**config.mk**
```make
export PLATFORM = sky130hd
export DESIGN_NAME = modular_inverse
export DESIGN_NICKNAME = d
export VERILOG_FILES = /design/src/rtl/mi_pkg.sv /design/src/rtl/mi_divider.sv /design/src/rtl/modular_inverse.sv
export SDC_FILE = /design/constraint.sdc
export NUM_CORES = 1
export LEC_CHECK = 0
export BUFFER_PORTS_ARGS = -buffer_cell sky130_fd_sc_hd__buf_4
export CAP_MARGIN = 0
export CORE_UTILIZATION = 40
export DETAILED_ROUTE_END_ITERATION = 6
export PLACE_DENSITY = 0.65
export SETUP_SLACK_MARGIN = 0.15
export SYNTH_ARGS = -nofsm -noshare
export SYNTH_HDL_FRONTEND = slang
export SYNTH_SLANG_ARGS = --single-unit
```
**constraint.sdc**
```tcl
create_clock -name clk -period 5.4 [get_ports clk]
set_input_delay 0.27 -clock clk [delete_from_list [all_inputs] [get_ports clk]]
set_output_delay 0.27 -clock clk [all_outputs]
set_load 0.005 [all_outputs]
```
**src/rtl/mi_pkg.sv**
```systemverilog
// Shared constants for the modular inverse block.
// Holds the default operand width and the result status codes.
// No dependencies.
package mi_pkg;

	localparam int MI_WIDTH = 31;

	localparam logic [1:0] STATUS_FOUND   = 2'd0;
	localparam logic [1:0] STATUS_MOD_ONE = 2'd1;
	localparam logic [1:0] STATUS_NONE    = 2'd2;
	localparam logic [1:0] STATUS_UNUSED  = 2'd3;

endpackage

```
**src/rtl/mi_divider.sv**
```systemverilog
// Iterative restoring divider, one quotient bit per cycle.
// Returns the remainder and the product of the quotient with a signed multiplicand.
// Depends on mi_pkg.
module mi_divider
	import mi_pkg::*;
#(
	parameter int WIDTH = MI_WIDTH
) (
	input  logic                    clk,
	input  logic                    arst_n,
	input  logic                    start,
	input  logic [WIDTH-1:0]        dividend,
	input  logic [WIDTH-1:0]        divisor,
	input  logic signed [WIDTH+1:0] mult,
	output logic                    done,
	output logic [WIDTH-1:0]        rem,
	output logic signed [WIDTH+1:0] prod
);

	localparam int CW = $clog2(WIDTH);
	localparam int TW = WIDTH + 2;

	logic                 busy_q;
	logic                 done_q;
	logic [CW-1:0]        cnt_q;
	logic [WIDTH-1:0]     rem_q;
	logic [WIDTH-1:0]     quo_q;
	logic [WIDTH-1:0]     dvs_q;
	logic signed [TW-1:0] mul_q;
	logic signed [TW-1:0] prod_q;

	logic [WIDTH:0]       shifted;
	logic [WIDTH:0]       diff;
	logic                 qbit;
	logic [WIDTH-1:0]     rem_next;
	logic signed [TW-1:0] prod_next;

	assign shifted   = {rem_q, quo_q[WIDTH-1]};
	assign diff      = shifted - {1'b0, dvs_q};
	assign qbit      = ~diff[WIDTH];
	assign rem_next  = qbit ? diff[WIDTH-1:0] : shifted[WIDTH-1:0];
	assign prod_next = (prod_q <<< 1) + (qbit ? mul_q : '0);

	always_ff @(posedge clk or negedge arst_n) begin
		if (!arst_n) begin
			busy_q <= 1'b0;
			done_q <= 1'b0;
			cnt_q  <= '0;
		end else begin
			done_q <= 1'b0;
			if (busy_q) begin
				cnt_q <= cnt_q - 1'b1;
				if (cnt_q == '0) begin
					busy_q <= 1'b0;
					done_q <= 1'b1;
				end
			end else if (start) begin
				busy_q <= 1'b1;
				cnt_q  <= CW'(WIDTH - 1);
			end
		end
	end

	always_ff @(posedge clk) begin
		if (busy_q) begin
			rem_q  <= rem_next;
			quo_q  <= {quo_q[WIDTH-2:0], qbit};
			prod_q <= prod_next;
		end else if (start) begin
			rem_q  <= '0;
			quo_q  <= dividend;
			dvs_q  <= divisor;
			mul_q  <= mult;
			prod_q <= '0;
		end
	end

	assign done = done_q;
	assign rem  = rem_q;
	assign prod = prod_q;

endmodule

```
**src/rtl/modular_inverse.sv**
```systemverilog
// Modular inverse by the extended Euclidean algorithm.
// Top level: input and output channels, step sequencer, coefficient tracking.
// Depends on mi_pkg and mi_divider.
//
// Usage:
//   Input transaction: value and modulus, taken when in_valid is high and
//   in_stall is low. Output transaction: inverse and status, taken when
//   out_valid is high and out_stall is low.
//   status: found (inverse in 0 .. modulus-1), modulus one, or no inverse
//   (modulus zero or value not coprime to modulus); inverse is 0 unless found.
//   One transaction is in work at a time; in_stall stays high from accept
//   until the result is loaded into the output register.
//   A modulus of zero or one goes from accept straight to S_EMIT, which
//   loads the output register once it is free. Otherwise the block runs one
//   reduction of value by modulus, then one division per Euclid step (at
//   most about 45 steps at WIDTH 31), all on the single bit-serial divider,
//   with S_CHECK after each; for a found inverse S_FIX and S_NORM then bring
//   the coefficient into range before S_EMIT.
//   A stalled result holds in the output register; the next input
//   transaction is accepted meanwhile and its result waits for the register.
//   Reset clears the sequencer and the output valid flag.
module modular_inverse
	import mi_pkg::*;
#(
	parameter int WIDTH = MI_WIDTH
) (
	input  logic             clk,
	input  logic             arst_n,
	input  logic             in_valid,
	output logic             in_stall,
	input  logic [WIDTH-1:0] value,
	input  logic [WIDTH-1:0] modulus,
	output logic             out_valid,
	input  logic             out_stall,
	output logic [WIDTH-1:0] inverse,
	output logic [1:0]       status
);

	localparam int TW = WIDTH + 2;

	typedef enum logic [2:0] {
		S_IDLE,
		S_RED,
		S_CHECK,
		S_DIV,
		S_FIX,
		S_NORM,
		S_EMIT
	} state_t;

	state_t               state_q;
	logic                 div_start_q;
	logic                 out_valid_q;
	logic [WIDTH-1:0]     m_q;
	logic [WIDTH-1:0]     r_prev_q;
	logic [WIDTH-1:0]     r_cur_q;
	logic signed [TW-1:0] t_prev_q;
	logic signed [TW-1:0] t_cur_q;
	logic [WIDTH-1:0]     res_inv_q;
	logic [1:0]           res_st_q;
	logic [WIDTH-1:0]     inverse_q;
	logic [1:0]           status_q;

	logic                 in_acc;
	logic                 out_free;
	logic [WIDTH-1:0]     dvd;
	logic [WIDTH-1:0]     dvs;
	logic                 div_done;
	logic [WIDTH-1:0]     div_rem;
	logic signed [TW-1:0] div_prod;
	logic signed [TW-1:0] m_ext;
	logic signed [TW-1:0] t_red;

	assign in_acc   = in_valid && (state_q == S_IDLE);
	assign out_free = !out_valid_q || !out_stall;
	assign m_ext    = $signed({2'b00, m_q});
	assign t_red    = t_prev_q - m_ext;

	assign dvd = (state_q == S_RED) ? r_cur_q : r_prev_q;
	assign dvs = (state_q == S_RED) ? r_prev_q : r_cur_q;

	mi_divider #(
		.WIDTH(WIDTH)
	) u_div (
		.clk      (clk),
		.arst_n   (arst_n),
		.start    (div_start_q),
		.dividend (dvd),
		.divisor  (dvs),
		.mult     (t_cur_q),
		.done     (div_done),
		.rem      (div_rem),
		.prod     (div_prod)
	);

	always_ff @(posedge clk or negedge arst_n) begin
		if (!arst_n) begin
			state_q     <= S_IDLE;
			div_start_q <= 1'b0;
			out_valid_q <= 1'b0;
		end else begin
			div_start_q <= 1'b0;
			if (out_valid_q && !out_stall && (state_q != S_EMIT)) begin
				out_valid_q <= 1'b0;
			end
			unique case (state_q)
				S_IDLE: begin
					if (in_valid) begin
						m_q      <= modulus;
						r_prev_q <= modulus;
						r_cur_q  <= value;
						if (modulus == '0) begin
							res_st_q  <= STATUS_NONE;
							res_inv_q <= '0;
							state_q   <= S_EMIT;
						end else if (modulus == WIDTH'(1)) begin
							res_st_q  <= STATUS_MOD_ONE;
							res_inv_q <= '0;
							state_q   <= S_EMIT;
						end else begin
							div_start_q <= 1'b1;
							state_q     <= S_RED;
						end
					end
				end
				S_RED: begin
					if (div_done) begin
						r_cur_q  <= div_rem;
						t_prev_q <= '0;
						t_cur_q  <= TW'(1);
						state_q  <= S_CHECK;
					end
				end
				S_CHECK: begin
					if (r_cur_q != '0) begin
						div_start_q <= 1'b1;
						state_q     <= S_DIV;
					end else if (r_prev_q != WIDTH'(1)) begin
						res_st_q  <= STATUS_NONE;
						res_inv_q <= '0;
						state_q   <= S_EMIT;
					end else begin
						state_q <= S_FIX;
					end
				end
				S_DIV: begin
					if (div_done) begin
						r_prev_q <= r_cur_q;
						r_cur_q  <= div_rem;
						t_prev_q <= t_cur_q;
						t_cur_q  <= t_prev_q - div_prod;
						state_q  <= S_CHECK;
					end
				end
				S_FIX: begin
					if (t_prev_q[TW-1]) begin
						t_prev_q <= t_prev_q + m_ext;
					end
					state_q <= S_NORM;
				end
				S_NORM: begin
					res_st_q  <= STATUS_FOUND;
					res_inv_q <= t_red[TW-1] ? t_prev_q[WIDTH-1:0] : t_red[WIDTH-1:0];
					state_q   <= S_EMIT;
				end
				S_EMIT: begin
					if (out_free) begin
						inverse_q   <= res_inv_q;
						status_q    <= res_st_q;
						out_valid_q <= 1'b1;
						state_q     <= S_IDLE;
					end
				end
				default: begin
					state_q <= S_IDLE;
				end
			endcase
		end
	end

	assign in_stall  = (state_q != S_IDLE);
	assign out_valid = out_valid_q;
	assign inverse   = inverse_q;
	assign status    = status_q;

	a_busy_after_accept: assert property (@(posedge clk) disable iff (!arst_n)
		in_acc |=> in_stall)
		else $error("input accepted but block not busy");

	a_status_code: assert property (@(posedge clk) disable iff (!arst_n)
		out_valid |-> (status != STATUS_UNUSED))
		else $error("undefined status code");

	a_zero_when_failed: assert property (@(posedge clk) disable iff (!arst_n)
		out_valid && (status != STATUS_FOUND) |-> (inverse == '0))
		else $error("nonzero inverse with failure status");

	a_div_done_state: assert property (@(posedge clk) disable iff (!arst_n)
		div_done |-> (state_q == S_RED || state_q == S_DIV))
		else $error("divider finished outside a division step");

	a_found_in_range: assert property (@(posedge clk) disable iff (!arst_n)
		(state_q == S_NORM) |-> !t_prev_q[TW-1])
		else $error("coefficient still negative after fix-up");

endmodule

```
# Yosys cells after proc, flatten, opt, wreduce, memory -nomap -nowiden
# Cells that the tools add are included.
classes:
  eq_ne: 18
  n_reduce_logical: 27
  addsub: 6
  bitwise: 2
  mux: 59
ops:
  columns: ["op", "count"]
  rows:
  - ["$mux W31", 17]
  - ["$mux W33", 8]
  - ["$pmux W31 S2", 2]
  - ["$pmux W33 S3", 1]
  - ["$pmux W31 S3", 1]
  - ["$pmux W33 S2", 1]
  - ["$add A33 B32 Y33", 1]
  - ["$add A33 B33 Y33", 1]
  - ["$sub A33 B32 Y33", 1]
  - ["$sub A33 B33 Y33", 1]
  - ["$sub A32 B31 Y32", 1]
  - ["$eq A31 B1 Y1 const B", 1]
  - ["$logic_not A31 Y1", 1]
  - ["$ne A31 B1 Y1 const B", 1]
  - ["$reduce_bool A31 Y1", 1]
  - ["$mux W3", 6]
  - ["$pmux W3 S6", 1]
  - ["$reduce_and A4 Y1", 4]
  - ["$mux W1", 12]
  - ["$mux W2", 6]
  - ["$mux W5", 2]
  - ["$ne A2 B2 Y1 const B", 5]
  - ["$eq A3 B3 Y1 const B", 3]
  - ["$reduce_and A3 Y1", 3]
  - ["other kinds (20)", 31]
word_totals:
  register_bits: 396
  out_inout_bits: 35

# Longest topological paths before layout
depth:
  ltp_word: 6
  ltp_mapped: 26
  depth_no_buf: 23

# Cells and area by module
# A second synthesis with hierarchy kept.
hier_totals:
  cells_unflattened: 2409
  hier_area_um2: 24711.2
by_module_without_submodules:
  columns: ["mod", "cells_each", "area_each_um2", "seq_area_each_um2", "n_inst"]
  rows:
  - ["modular_inverse", 1533, 15043.2, 6881.6, 1]
  - ["mi_divider", 876, 9668.0, 4949.7, 1]

# Worst setup path before layout
# No wires, ideal clock.
synth_path:
  path_kind: "register to register"
  start: "register u_div.rem_q[11] (netlist: u_div.rem[11])"
  end: "register u_div.prod_q[31] (netlist: u_div.prod[31]), data pin"
  arrival_time_ps: 5256
  stages_incl_launch_ff: 24
  setup_slack_ps: -111
  setup_ps: 255
  n_path_buf: 2
  path_cell_list: "edfxtp_1 -> ha_1 -> a21o_1 -> a21o_1 -> a21oi_1 -> o311ai_2 -> a311oi_4 -> o31ai_2 -> a221oi_4 -> xnor2_1 -> buf_2 -> clkbuf_1 -> and2_1 -> ha_1 -> a21o_1 -> a21o_1 -> a2111oi_0 -> a21oi_1 -> a21o_1 -> o31ai_1 -> o22a_1 -> o21ai_0 -> xor2_1 -> and2_1"
synth_between:
  elab_chain_cells: 4
synth_rtl:
  columns: ["item", "line", "source"]
  rows:
  - ["start, declared", "mi_divider.sv:26", "logic [WIDTH-1:0] rem_q;"]
  - ["start signal, assigned", "mi_divider.sv:66", "rem_q <= rem_next;"]
  - ["$sub A32 B31 Y32", "mi_divider.sv:39", "assign diff = shifted - {1'b0, dvs_q};"]
  - ["$mux W33", "mi_divider.sv:42", "assign prod_next = (prod_q <<< 1) + (qbit ? mul_q : '0);"]
  - ["$add A33 B33 Y33", "mi_divider.sv:42", null]
  - ["$mux W33", "mi_divider.sv:65", "if (busy_q) begin"]
  - ["end signal, assigned", "mi_divider.sv:68", "prod_q <= prod_next;"]
  - ["end, declared", "mi_divider.sv:30", "logic signed [TW-1:0] prod_q;"]
# No other way between the ends.
# A chain may end at the register's enable or synchronous reset.

# Final worst setup path
layout_path:
  start: "register u_div.rem_q[5] (netlist: u_div.rem[5])"
  end: "register u_div.prod_q[32] (netlist: u_div.prod[32]), data pin"
# Same word-level chain as after synthesis.

==> run metrics <==
placed cell area=0.0266 mm²; Routed WL=66.7 mm; DP Wirelength=49.6 mm; routability cong.=0.919; Core ar.=between 0.05 and 0.06 mm²; Starting DRT DRC Count=1226; WL per Instance=19.5 µm; CTS tree=built; cell area after layout=0.0291 mm²; Die Width=248 µm; hold endpoint=r_cur_q[30]; Slowest-stage cell, CP=edfxtp_1; Max-Cap Viols=0; Skew-Pair Late Insertion Delay=roughly 610 ps; 1st-pass router iterations=5; initial antenna violation count=0; Post-DRT Antenna Nets=0; Post-Syn Instances=2389; number of global-route vias before repair=18700; Tightest Pin Transition=1170 ps; share of layout cells above drive strength 1=16.1%; min-delay src=value[30]; PD cells=228 mW/mm²; syn_area_per_cell=slightly above 10 µm²; GR Util All Layers=21.7%; failing checks=setup timing; Via density=5.48; via count=18800; row cnt=89; Post-synth top flop=edfxtp_1; Worst setup SP type=register; clock buffer count from CTS=44; deepest clock path buffer count=3; die area=between 0.06 and 0.07 mm²; root buf cell=clkbuf_16; Slew HR=21.8%; Pleak=12.0 nW; Critical Path Sink Type=register; #FFs+latches synth=396; worst-path maximum fanout=7; Die Span Y=248 µm; Worst IR Drop VDD=0.000212 V; final core utilization=49.0%; R2R setup slack=-90 ps; ranking of synthesized cells by area=edfxtp_1 48%, ha_1 8.2%, nand2_1 5.8%, xnor2_1 3.3%, a21oi_1 3.1%; fin nets=2849; setup TNS=-143 ps; drc violations=0; worst hold slack=between 40 and 50 ps; Worst Setup Slack, final=-93.6 ps; first-pass GRT wire length=104 mm; # diodes=0; synth warn=0; IO buf count=100; Area Growth Syn to Fin=20.3%; I/O pin total=approximately 100; clock-pin slew on the worst setup and hold paths=60 ps; Slowest Stage Delay on Critical Path=around 450 ps; CTS H-tree depth=2; crit path kind=reg -> reg; crit path DAT=5840 ps; number of synthesized flops with an enable pin=384; gr ovfl total=0; Worst Hold Depth=3; post-synthesis net count=2618; Distinct cells, synth=between 70 and 80; fin. max-slew vios=0; CP Data Required Time=5750 ps; worst r2r dst=u_div.prod[32]; post-layout min period=roughly 5500 ps; final hold violations=0; status=finished with violations; Highest Clock Rate=0.182 GHz; RSZ-0062 raised after global routing=yes; R2R Path Start=u_div.rem[5]; sequential share of the synthesized area=48.8%; post-synth top area share=47.6%; Setup violations, final=2; r2r worst-path depth=26; worst clock skew=29.7 ps; worst min path class=in -> reg; ys async rst share=under 10%; Cell Area, Synth=0.0242 mm²; Initial Util=40.7%; clk sinks=between 300 and 400; period utilization=102%; top cell type by total area after synthesis=edfxtp_1; largest net degree at the start of global routing=88; Most common cell on crit path=buf_4
## cells in the final DEF (no fill, tap or decap), types with 63 or more instances in the layout
master / Yosys / layout
a21oi_1: 150 / 136
buf_4: 4 / 215
o21ai_0: 131 / 126
inv_1: 161 / 160
edfxtp_1: 384 / 384
nor2_1: 142 / 134
nand2_1: 373 / 370
xnor2_1: 91 / 89
ha_1: 158 / 148
dlygate4sd3_1: 0 / 63
a21o_1: 65 / 65
## area by class of cell
type,instances,area [µm²]
clock inverters,34,364
well taps,773,967
clock buffers,46,1130
fillers,5412,30300
inverters,163,614
multi-input cells,1727,11900
repair buffers,288,2380
flip-flops and latches,396,11800
## cell usage after synthesis, types with 5 or more instances
cell and count:
mux2_2 34, o211ai_1 5, buf_2 8, a211o_1 5, inv_1 161, nand4_1 20, o21bai_1 21, a21boi_1 24
a31oi_1 13, nor2_1 142, or4_1 5, a2bb2oi_1 5, a211oi_1 16, clkbuf_1 86, nand2_1 373, o21ai_0 131
dfrtp_1 12, and3b_1 5, nor4_1 29, a2111oi_0 6, o31ai_1 18, nor2b_1 22, fa_1 5, ha_1 158
a21oi_1 150, a21o_1 65, xor2_1 29, and2_1 58, o21a_1 14, xnor2_1 91, or2_2 7, nor3_1 38
or3_1 8, edfxtp_1 384, and3_1 22, nand2b_1 26, a21boi_0 7, nand3_1 39, a221oi_1 6, nor3b_1 5
mux2i_1 60
## worst max path at each step
stage	slack, ps	endpoint	depth (start not counted)	start
2_1_floorplan	130	u_div.prod[31]	25	u_div.dvs_q[1]
3_3_place_gp	-280	u_div.prod[32]	25	u_div.dvs_q[1]
3_5_place_dp	-340	u_div.prod[32]	25	u_div.dvs_q[1]
4_1_cts	10	u_div.prod[32]	24	u_div.rem[5]
5_1_grt	-310	u_div.prod[20]	24	u_div.rem[5]
6_report	-90	u_div.prod[32]	26	u_div.rem[5]
## where the power goes
group | internal [mW] | total (mW) | switching, mW | leakage (nW)
sequential | 3.33 | 3.33 | 0.00355 | 3.80
combinational | 0.0948 | 0.171 | 0.0764 | 7.46
clock | 1.79 | 3.14 | 1.36 | 0.723
total | 5.21 | 6.65 | 1.44 | 12.0
## per-stage QoR
stage	setup WS, ps	instances	total power, mW
floorplan	130	2389	3.45
global placement	-284	3263	3.53
detailed placement	-342	3263	3.53
CTS	14.6	3417	6.70
global route	-307	3427	6.83
finish	-93.6	3427	6.65
## metal layers
| metal | vias to the layer above | global-route usage, % | routed length (µm) |
|---|---|---|---|
| met5 | - | 0 | 0 |
| met4 | 0 | 5.88 | 1650 |
| met3 | 103 | 2.57 | 3180 |
| met2 | 490 | 38.8 | 33700 |
| met1 | 9140 | 27.6 | 28200 |
| li1 | 9045 | - | - |
## worst max-delay path: cells and delay by family, from the launching register on
family | cells | cell delay, ps
DFF | 1 | 450
AOI/OAI and AO/OA | 11 | 2270
buffers and inverters | 5 | 760
adders and majority gates | 2 | 520
and+or+nand+nor | 6 | 940
xor gates and xnor gates | 2 | 300
## cell families (layout without fill, tap and decap cells)
group           after synthesis  in the layout  share of synthesized area (%)
flops                       396            396                           48.8
compound gates              540            540                           14.4
simple gates                810            810                           15.5
mux                          94             94                           4.06
xor+xnor                    120            120                           4.34
fa+ha+maj                   163            163                           8.57
buf+inv                     266            531                           4.29
## flip-flops by register name (all words and copies together), names as in the netlist, 2 cells and up
| name | count |
|---|---|
| t_cur_q | 33 |
| t_prev_q | 33 |
| u_div.mul_q | 33 |
| u_div.prod | 33 |
| inverse | 31 |
| m_q | 31 |
| r_cur_q | 31 |
| r_prev_q | 31 |
| res_inv_q | 31 |
| u_div.dvs_q | 31 |
| u_div.quo_q | 31 |
| u_div.rem | 31 |
| u_div.cnt_q | 5 |
| state_q | 3 |
| res_st_q | 2 |
| status | 2 |
## what timing repair did
action,in CTS,in global routing
hold buffers,63,0
setup endpoints to repair,16,17
setup buffers,11,10
endpoints found under the hold margin,99,0
resized for setup,21,36
pin swaps,21,30
Note: power is estimated with default switching activity, not from simulation.
